`src/sv/spc_pkg.sv`:
```
// Shared constants, command codes and controller/datapath interface types.
package spc_pkg;
   localparam int MaxVertices = 256;
   localparam int MaxEdges = 1024;
   localparam int VAW = $clog2(MaxVertices);
   localparam int EAW = $clog2(MaxEdges);
   localparam int ECW = EAW + 1;
   localparam int NW = VAW + 1;
   localparam int DW = 48;
   localparam int WW = 30;
   localparam int CW = 30;
   localparam logic [CW-1:0] PathMod = CW'(1000000007);
   localparam logic [DW-1:0] DistInf = '1;

   localparam logic [3:0] OP_IDLE = 4'd0;
   localparam logic [3:0] OP_INIT = 4'd1;
   localparam logic [3:0] OP_SCAN_START = 4'd2;
   localparam logic [3:0] OP_SCAN_RD = 4'd3;
   localparam logic [3:0] OP_SCAN_CMP = 4'd4;
   localparam logic [3:0] OP_PICK = 4'd5;
   localparam logic [3:0] OP_PICK_LATCH = 4'd6;
   localparam logic [3:0] OP_EDGE_RD = 4'd7;
   localparam logic [3:0] OP_EDGE_LATCH = 4'd8;
   localparam logic [3:0] OP_TGT_RD = 4'd9;
   localparam logic [3:0] OP_RELAX = 4'd10;
   localparam logic [3:0] OP_EDGE_NEXT = 4'd11;
   localparam logic [3:0] OP_OUT_RD = 4'd12;
   localparam logic [3:0] OP_OUT = 4'd13;
   localparam logic [3:0] OP_WAIT = 4'd14;

   typedef struct packed {
      logic [3:0] op;
      logic       side;
   } cmd_type;

   typedef struct packed {
      logic vertex_last;
      logic found;
      logic edge_end;
      logic side0;
      logic side1;
      logic rsp_busy;
   } stat_type;
endpackage

```
`src/sv/spc_ctrl.sv`:
```
// Sequencer for edge loading, vertex scan, edge relaxation and result hand-off.
module spc_ctrl (
   input  logic              clock,
   input  logic              reset,
   input  logic              start,
   input  spc_pkg::stat_type stat,
   output spc_pkg::cmd_type  cmd,
   output logic              in_ready
);
   localparam logic [3:0] S_IDLE = 4'd0;
   localparam logic [3:0] S_INIT = 4'd1;
   localparam logic [3:0] S_SCAN_START = 4'd2;
   localparam logic [3:0] S_SCAN_RD = 4'd3;
   localparam logic [3:0] S_SCAN_CMP = 4'd4;
   localparam logic [3:0] S_PICK = 4'd5;
   localparam logic [3:0] S_PICK_LATCH = 4'd6;
   localparam logic [3:0] S_EDGE_CHK = 4'd7;
   localparam logic [3:0] S_EDGE_LATCH = 4'd8;
   localparam logic [3:0] S_SIDE0 = 4'd9;
   localparam logic [3:0] S_RELAX0 = 4'd10;
   localparam logic [3:0] S_SIDE1 = 4'd11;
   localparam logic [3:0] S_RELAX1 = 4'd12;
   localparam logic [3:0] S_EDGE_NEXT = 4'd13;
   localparam logic [3:0] S_OUT_RD = 4'd14;
   localparam logic [3:0] S_OUT = 4'd15;

   logic [3:0] state_ff, state_in;

   always_ff @(posedge clock) begin
      if (reset) begin
         state_ff <= S_IDLE;
      end else begin
         state_ff <= state_in;
      end
   end

   assign in_ready = (state_ff == S_IDLE);

   always_comb begin
      state_in = state_ff;
      cmd.op = spc_pkg::OP_WAIT;
      cmd.side = 1'b0;
      unique case (state_ff)
         S_IDLE: begin
            cmd.op = spc_pkg::OP_IDLE;
            if (start) state_in = S_INIT;
         end
         S_INIT: begin
            cmd.op = spc_pkg::OP_INIT;
            if (stat.vertex_last) state_in = S_SCAN_START;
         end
         S_SCAN_START: begin
            cmd.op = spc_pkg::OP_SCAN_START;
            state_in = S_SCAN_RD;
         end
         S_SCAN_RD: begin
            cmd.op = spc_pkg::OP_SCAN_RD;
            state_in = S_SCAN_CMP;
         end
         S_SCAN_CMP: begin
            cmd.op = spc_pkg::OP_SCAN_CMP;
            state_in = stat.vertex_last ? S_PICK : S_SCAN_RD;
         end
         S_PICK: begin
            if (stat.found) begin
               cmd.op = spc_pkg::OP_PICK;
               state_in = S_PICK_LATCH;
            end else begin
               state_in = S_OUT_RD;
            end
         end
         S_PICK_LATCH: begin
            cmd.op = spc_pkg::OP_PICK_LATCH;
            state_in = S_EDGE_CHK;
         end
         S_EDGE_CHK: begin
            cmd.op = spc_pkg::OP_EDGE_RD;
            state_in = stat.edge_end ? S_SCAN_START : S_EDGE_LATCH;
         end
         S_EDGE_LATCH: begin
            cmd.op = spc_pkg::OP_EDGE_LATCH;
            state_in = S_SIDE0;
         end
         S_SIDE0: begin
            if (stat.side0) begin
               cmd.op = spc_pkg::OP_TGT_RD;
               state_in = S_RELAX0;
            end else begin
               state_in = S_SIDE1;
            end
         end
         S_RELAX0: begin
            cmd.op = spc_pkg::OP_RELAX;
            state_in = S_SIDE1;
         end
         S_SIDE1: begin
            cmd.side = 1'b1;
            if (stat.side1) begin
               cmd.op = spc_pkg::OP_TGT_RD;
               state_in = S_RELAX1;
            end else begin
               state_in = S_EDGE_NEXT;
            end
         end
         S_RELAX1: begin
            cmd.op = spc_pkg::OP_RELAX;
            cmd.side = 1'b1;
            state_in = S_EDGE_NEXT;
         end
         S_EDGE_NEXT: begin
            cmd.op = spc_pkg::OP_EDGE_NEXT;
            state_in = S_EDGE_CHK;
         end
         S_OUT_RD: begin
            cmd.op = spc_pkg::OP_OUT_RD;
            state_in = S_OUT;
         end
         S_OUT: begin
            if (!stat.rsp_busy) begin
               cmd.op = spc_pkg::OP_OUT;
               state_in = S_IDLE;
            end else begin
               cmd.op = spc_pkg::OP_OUT_RD;
            end
         end
         default: state_in = S_IDLE;
      endcase
   end
endmodule

```
`config.mk`:
```
export PLATFORM = sky130hd
export DESIGN_NAME = spc_ctrl
export DESIGN_NICKNAME = d
export VERILOG_FILES = /design/src/sv/spc_pkg.sv /design/src/sv/spc_ctrl.sv
export SDC_FILE = /design/constraint.sdc
export NUM_CORES = 1
export LEC_CHECK = 0
export ABC_AREA = 1
export CAP_MARGIN = 10
export CELL_PAD_IN_SITES_DETAIL_PLACEMENT = 1
export CELL_PAD_IN_SITES_GLOBAL_PLACEMENT = 1
export CORE_AREA = 2 2 39 41
export CTS_CLUSTER_DIAMETER = 30
export DETAILED_ROUTE_END_ITERATION = 10
export DIE_AREA = 0 0 41 43
export DONT_BUFFER_PORTS = 1
export PLACE_DENSITY = 0.7
export SYNTH_ARGS = -nofsm -noshare
export SYNTH_HDL_FRONTEND = slang
export SYNTH_SLANG_ARGS = --single-unit
export TNS_END_PERCENT = 20
```
`constraint.sdc`:
```
create_clock -name clock -period 1.5 [get_ports clock]
set_clock_uncertainty 0.2 [all_clocks]
set_input_delay 0.225 -clock clock [delete_from_list [all_inputs] [get_ports clock]]
set_output_delay 0.225 -clock clock [all_outputs]
set_load 0.02 [all_outputs]
```
Yosys cells after proc, flatten, opt, wreduce, memory -nomap -nowiden
Index checks and enable logic that the tools add are counted.
Widths: inputs -> output; s select.
Word-level totals
  output and inout port bits: 6
  register bits: 4
  input bits: 9
  logic and storage cells: 39
Operators by class
  multiplexer cells: 15
  reduce and logical (&&, ||, !) cells: 5
  equality and inequality tests: 18
Operators with widths (count)
  $pmux 4 s15: 2
  $eq 4x4->1 const B: 8
  $mux 4: 6
  $eq 4x3->1 const B: 4
  $mux 3: 3
  $eq 4x2->1 const B: 2
  $ne 2x2->1 const B: 3
  $reduce_or 2->1: 3
  $eq 4x1->1 const B: 1
  $logic_not 4->1: 1
  $mux 1: 4
  $reduce_and 3->1: 1

Longest topological paths before layout
Gate-level depths: netlist of run 1.
  word-level depth: 3
  depth in mapped cells: 8
  gate-level depth less buffers: 8

Worst setup path before layout of run 1
Ideal clock, no wire load.
  path kind: reg-to-output
  start point: register state_ff[1]
  end point: output cmd[1] (netlist name)
  path buffers: 0
  arrival: 1.030 ns
  setup slack: 0.045 ns
  required time: 1.075 ns
  cell stages (with the launch flop): 7
  cell sequence: dfxtp_1 nand2_1 inv_1 nand2_1 o21ai_0 inv_1 nand4_1
RTL lines
  from (decl): RTL line spc_ctrl.sv:27  | logic [3:0] state_ff, state_in;
  from (signal assigned): RTL line spc_ctrl.sv:33  | state_ff <= state_in;
  to (decl): RTL line spc_ctrl.sv:7  | output spc_pkg::cmd_type cmd,

==> impl_metrics.ini, run 1 <==
[synth]
yosysSeqAreaShare_pct = 19.45
synth_area_um2 = 411.6
synth_top_area_share_pct = 19.45
synth_warnings = 0
synth.distinct_cells = 12
synth.top_cells.by_area = dfxtp_1 (19%), nand2_1 (18%), inv_1 (17%), nor2_1 (16%), nand3_1 (11%)
ys_ff_latch = 4
synth_top_area_cell = dfxtp_1
synthCells = 82
synth_nets = 91
syn_area_per_cell_um2 = 5.020

[cells_and_area]
top_register = state_ff
reg_top3 = state_ff (4)
largest_reg_flops = 4
utilization_pct = 55.33
syn_to_final_growth_pct = 86.02
final_nets = 120
final_cell_mix = buf_4 (20), inv_1 (15), nor2_1 (13), nand2_1 (12), nand3_1 (9)
drive_above_1_share_pct = 47.71
stdcell_area_um2 = 765.7
finalNonFillerCells = 125
final_common_cell = buf_4
antenna-diode-count = 0

[run_status]
status = finished with violations
violations = setup timing

[sta]
min_period_over_period_pct = 114.0
post-route-min-period_ns = 1.710
setup_slack_ns = -0.2100
relSlewSlack_pct = 65.75
slew_violations = 0
worst_pin_slew_ns = 0.5116
setup_violations = 7
rsz0062_at_grt = yes
fmax_mhz = 584.8
hold_viol_final = 0

[die]
ios = 15
start_util_pct = 29.75
core_um2 = 1384
fp.dieW_um = 41
dieArea_um2 = 1763
die_h_um = 43
rows = 14

[placement]
port_buffers = 0
place_inst = 116
gp_congestion = 0.7498
dpl.hpwl_um = 1234
dpl_cell_area_um2 = 566.8

[power_and_ir_drop]
sequentialPowerShare_pct = 26.8
swShare_pct = 39.81
power_uw = 529.5
internal_power_uw = 318.7
vdd.ir_drop.worst_mv = 0.4975
pwr_density_cell_nw_per_um2 = 691.5
p_leak_uw = 0.0004093
power_frac_clock_pct = 25.6
pwr-share-comb_pct = 47.6
p_sw_uw = 210.8

[detailed_routing]
vias = 644
ant_nets = 0
via_per_inst = 5.152
drt-initial-drc-count = 2
drc = 0
wire_per_inst_um = 14.69
drt_wl_total_um = 1836
drt-pass1-iter-count = 4

[worst_setup_path]
start_kind = flop
worstPathArrival_ns = 1.29
critical_path.max_stage_delay_ns = 0.37
worstPathCellList = inv_1, nand2_2, nor2_2, buf_4, nand2_1, nand4_1
crit_family = simple AND/OR/NAND/NOR gates
critPathKind = flop to output port
worstPathRequired_ns = 1.07
endpoint_kind = output port
crit_fanout = 6
crit_buf_inv = 2
cp_slowest_cell = dfxtp_4

[clocking]
cts_root_buffer = clkbuf_4
cts_made_buffers = 3
cts_sinks = 4
clockBufferDepth = 2
h-tree-depth = 1
clk_pin_slew_ns = 0.04
cts_tree = yes
clock_latency_ns = 0.24

[grt]
grt_pass1_vias = 654
antenna_found_initial = 0
grt-ovfl-total = 0
grt_pass1_wl_um = 2532
grt.total_usage_pct = 20.74
grt_max_degree = 7

[worst_hold_path]
hold_path.class = input pin to flop

[run]
drv_cap = 0
==> synth_stat cells <==
library cell and instances:
nand2_1 20, o211ai_1 2, nand4_1 1, dfxtp_1 4, nor2_1 18, nand3_1 9
inv_1 19, o21ai_0 2, o2111ai_1 1, o22ai_1 2, a21oi_1 3, nor3_1 1
==> repair_timing <==
item	CTS	global route
hold endpoints to repair	4	0
hold buffers	1	0
pin swaps	7	7
endpoints found under the setup margin	6	9
gates resized for setup	22	21
buffers inserted	4	1
==> power by group through the flow <==
stage               combinational (uW)  clock, uW  sequential [uW]
global route                       279        149              144
CTS                                217        137              132
finish                             252        136              142
detailed placement                 193          0              129
floorplan                          111          0              127
global placement                   185          0              129
==> area by class of cell <==
type                    instances  area (um2)
clock buffers                   3       22.52
fillers                       183       618.1
inverters                      19       80.08
multi-input cells              59       354.1
flip-flops and latches          4       95.09
well taps                      16       20.02
repair buffers                 24       193.9
==> tightest hold or removal path, stage by stage <==
cell and delay [ns]:
nor3_1 0.03, nor2_1 0.10, a21oi_1 0.06
==> worst paths after layout <==
check                           startpoint                  endpoint  slack (ns)  depth (start not counted)
hold reg to reg   state_ff[3]$_SDFFE_PP0P_  state_ff[3]$_SDFFE_PP0P_        0.51                          4
setup reg to reg  state_ff[3]$_SDFFE_PP0P_  state_ff[3]$_SDFFE_PP0P_       -0.07                          9
hold / removal                     stat[3]  state_ff[3]$_SDFFE_PP0P_        0.02                          3
setup / recovery  state_ff[3]$_SDFFE_PP0P_                    cmd[1]       -0.21                          6
==> routing by layer <==
metal | global-route usage [%] | up-vias | wire (um)
met5 | 0 | - | 0
met4 | 6.667 | 0 | 43
met3 | 7.853 | 8 | 73
met2 | 37.50 | 17 | 990
met1 | 19.81 | 307 | 729
li1 | - | 312 | -
==> kinds of logic after synthesis <==
group	Yosys count	synth area share, %
flops	4	19.45
simple gates	49	48.33
compound gates	10	14.89
buf+inv	19	17.33
==> stage by stage <==
step | TNS, ns | hold slack [ns] | worst slack [ns]
6_report | -1.046 | 0.01935 | -0.2100
5_1_grt | -2.077 | 0.04700 | -0.3029
4_1_cts | -1.041 | 0.01319 | -0.2100
3_5_place_dp | -0.2051 | 0.09832 | -0.1224
3_3_place_gp | -0.1441 | 0.09638 | -0.08837
2_1_floorplan | 0 | 0.09407 | 0.04515
Power figures use the tool's default switching activity.
==> run 2: changes to the inputs <==
- BUFFER_PORTS_ARGS: not set -> -buffer_cell sky130_fd_sc_hd__clkbuf_2
- CORE_AREA: 2 2 39 41 -> 2 2 42 44
- DIE_AREA: 0 0 41 43 -> 0 0 44 46
- DONT_BUFFER_PORTS: 1 -> not set
- PLACE_DENSITY: 0.7 -> 0.75
==> run 2 against run 1 <==
  * The run still ends with setup timing left
  * Hold slack gained 0.10 ns
  * Maximum frequency shrank 0.26%
  * Power shrank 4.2%
  * Largest power group unchanged
==> impl_metrics.ini, run 2 (same netlist as run 1, synthesis figures left out) <==
[cells_and_area]
final_nets = 128
reg_top3 = state_ff (4)
utilization_pct = 48.84
top_register = state_ff
syn_to_final_growth_pct = 91.49
largest_reg_flops = 4
final_cell_mix = buf_4 (18), inv_1 (15), nor2_1 (14), nand2_1 (11), nand3_1 (9)
drive_above_1_share_pct = 47.86
stdcell_area_um2 = 788.3
antenna-diode-count = 0
final_common_cell = buf_4
finalNonFillerCells = 134

[die]
start_util_pct = 25.50
fp.dieW_um = 44
core_um2 = 1614
die_h_um = 46
ios = 15
dieArea_um2 = 2024
rows = 15

[power_and_ir_drop]
vdd.ir_drop.worst_mv = 0.4143
p_leak_uw = 0.0004354
pwr_density_cell_nw_per_um2 = 643.4

[worst_setup_path]
crit_fanout = 5
start_kind = flop
crit_top_cell = buf_4
worstPathArrival_ns = 1.29
endpoint_kind = output port
worstPathCellList = inv_4, nand2_4, buf_4, buf_4, o22ai_2, clkbuf_8
crit_family = buffers and inverters
critical_path.max_stage_delay_ns = 0.37
cp_slowest_cell = dfxtp_4
critPathKind = flop to output port
worstPathRequired_ns = 1.07
crit_buf_inv = 4

[placement]
gp_congestion = 0.7868
dp_slack_ns = -0.1789
dpl.hpwl_um = 1255
place_inst = 128
dpl_cell_area_um2 = 615.6
port_buffers = 14

[sta]
setup_slack_ns = -0.2145
worst_pin_slew_ns = 0.2160
slew_violations = 0
hold_viol_final = 0
fmax_mhz = 583.3
post-route-min-period_ns = 1.714
setup_violations = 6
min_period_over_period_pct = 114.3
relSlewSlack_pct = 85.44
rsz0062_at_grt = yes

[detailed_routing]
wire_per_inst_um = 12.70
ant_nets = 0
top_layer = met3
routedLengthMet1_um = 733
via_per_inst = 4.799
drt-initial-drc-count = 3
vias = 643
wl_met3_um = 47
drc = 0
drt-pass1-iter-count = 4
drt_wl_total_um = 1702
route.met2.wl_um = 921

[grt]
grt.total_usage_pct = 17.80
grt_pass1_wl_um = 2635
antenna_found_initial = 0
grt-ovfl-total = 0
grt_max_degree = 7
grt_pass1_vias = 650

[run_status]
violations = setup timing
status = finished with violations

[clocking]
h-tree-depth = 1
cts_tree = yes
cts_sinks = 4
clk_pin_slew_ns = 0.04
cts_made_buffers = 3
clock_latency_ns = 0.23
cts_root_buffer = clkbuf_4
clockBufferDepth = 2

[run]
drv_cap = 0

[worst_hold_path]
hold_path.class = input pin to flop
==> run 2: cell types whose count changed in the layout (fill, tap and decap cells not counted), sizes merged <==
cell      previous run  this run
inv                 18        19
buf                 23        19
clkinvlp             1         0
clkbuf               3        15
==> run 2: per-stage QoR <==
stage	hold slack (ns)	setup TNS, ns	total power (uW)
2_1_floorplan	0.09407	0	237.4
3_3_place_gp	0.2363	-0.2129	318.2
3_5_place_dp	0.2447	-0.4362	324.2
4_1_cts	0.1158	-1.009	498.4
5_1_grt	0.1562	-1.479	551.1
6_report	0.1205	-0.9894	507.1
==> run 2: metal layers <==
layer / global-route usage, % / vias to the layer above
met5: 0 / -
met4: 7.273 / 0
met3: 1.190 / 0
met2: 33.24 / 13
met1: 20.84 / 301
li1: - / 329
==> run 2: final timing paths <==
path	cells past startpoint	slack, ns	start	to
setup / recovery	6	-0.21	state_ff[2]$_SDFFE_PP0P_	cmd[0]
hold / removal	3	0.12	stat[0]	state_ff[3]$_SDFFE_PP0P_
setup reg to reg	7	0.09	state_ff[2]$_SDFFE_PP0P_	state_ff[1]$_SDFFE_PP0P_
hold reg to reg	4	0.52	state_ff[2]$_SDFFE_PP0P_	state_ff[3]$_SDFFE_PP0P_
==> run 2: layout make-up <==
| type | count | area (um2) |
|---|---|---|
| Clock buffer | 3 | 22.52 |
| Sequential cell | 4 | 95.09 |
| Inverter | 19 | 76.32 |
| Timing Repair Buffer | 32 | 239.0 |
| Multi-Input combinational cell | 59 | 334.1 |
| Tap cell | 17 | 21.27 |
| Fill cell | 223 | 825.8 |
==> run 2: tightest hold or removal path, delay by kind of cell <==
| kind | cells | cell delay (ns) |
|---|---|---|
| and+or+nand+nor | 1 | 0.12 |
| buffers and inverters | 1 | 0.09 |
| AOI/OAI and AO/OA | 1 | 0.07 |
==> run 2: power by group <==
group	leakage, uW	internal, uW	total, uW	switching (uW)
clock network	0.0000138	89.2	129	39.5
logic	0.000386	105	238	132
registers	0.0000356	117	141	23.4
==> run 2: timing repair <==
| action | CTS | global route |
|---|---|---|
| hold endpoints to repair | 2 | 0 |
| setup buffers | 1 | 1 |
| resized for setup | 36 | 11 |
| setup endpoints to repair | 6 | 7 |
| hold buffers | 1 | 0 |
| pin swaps | 2 | 6 |
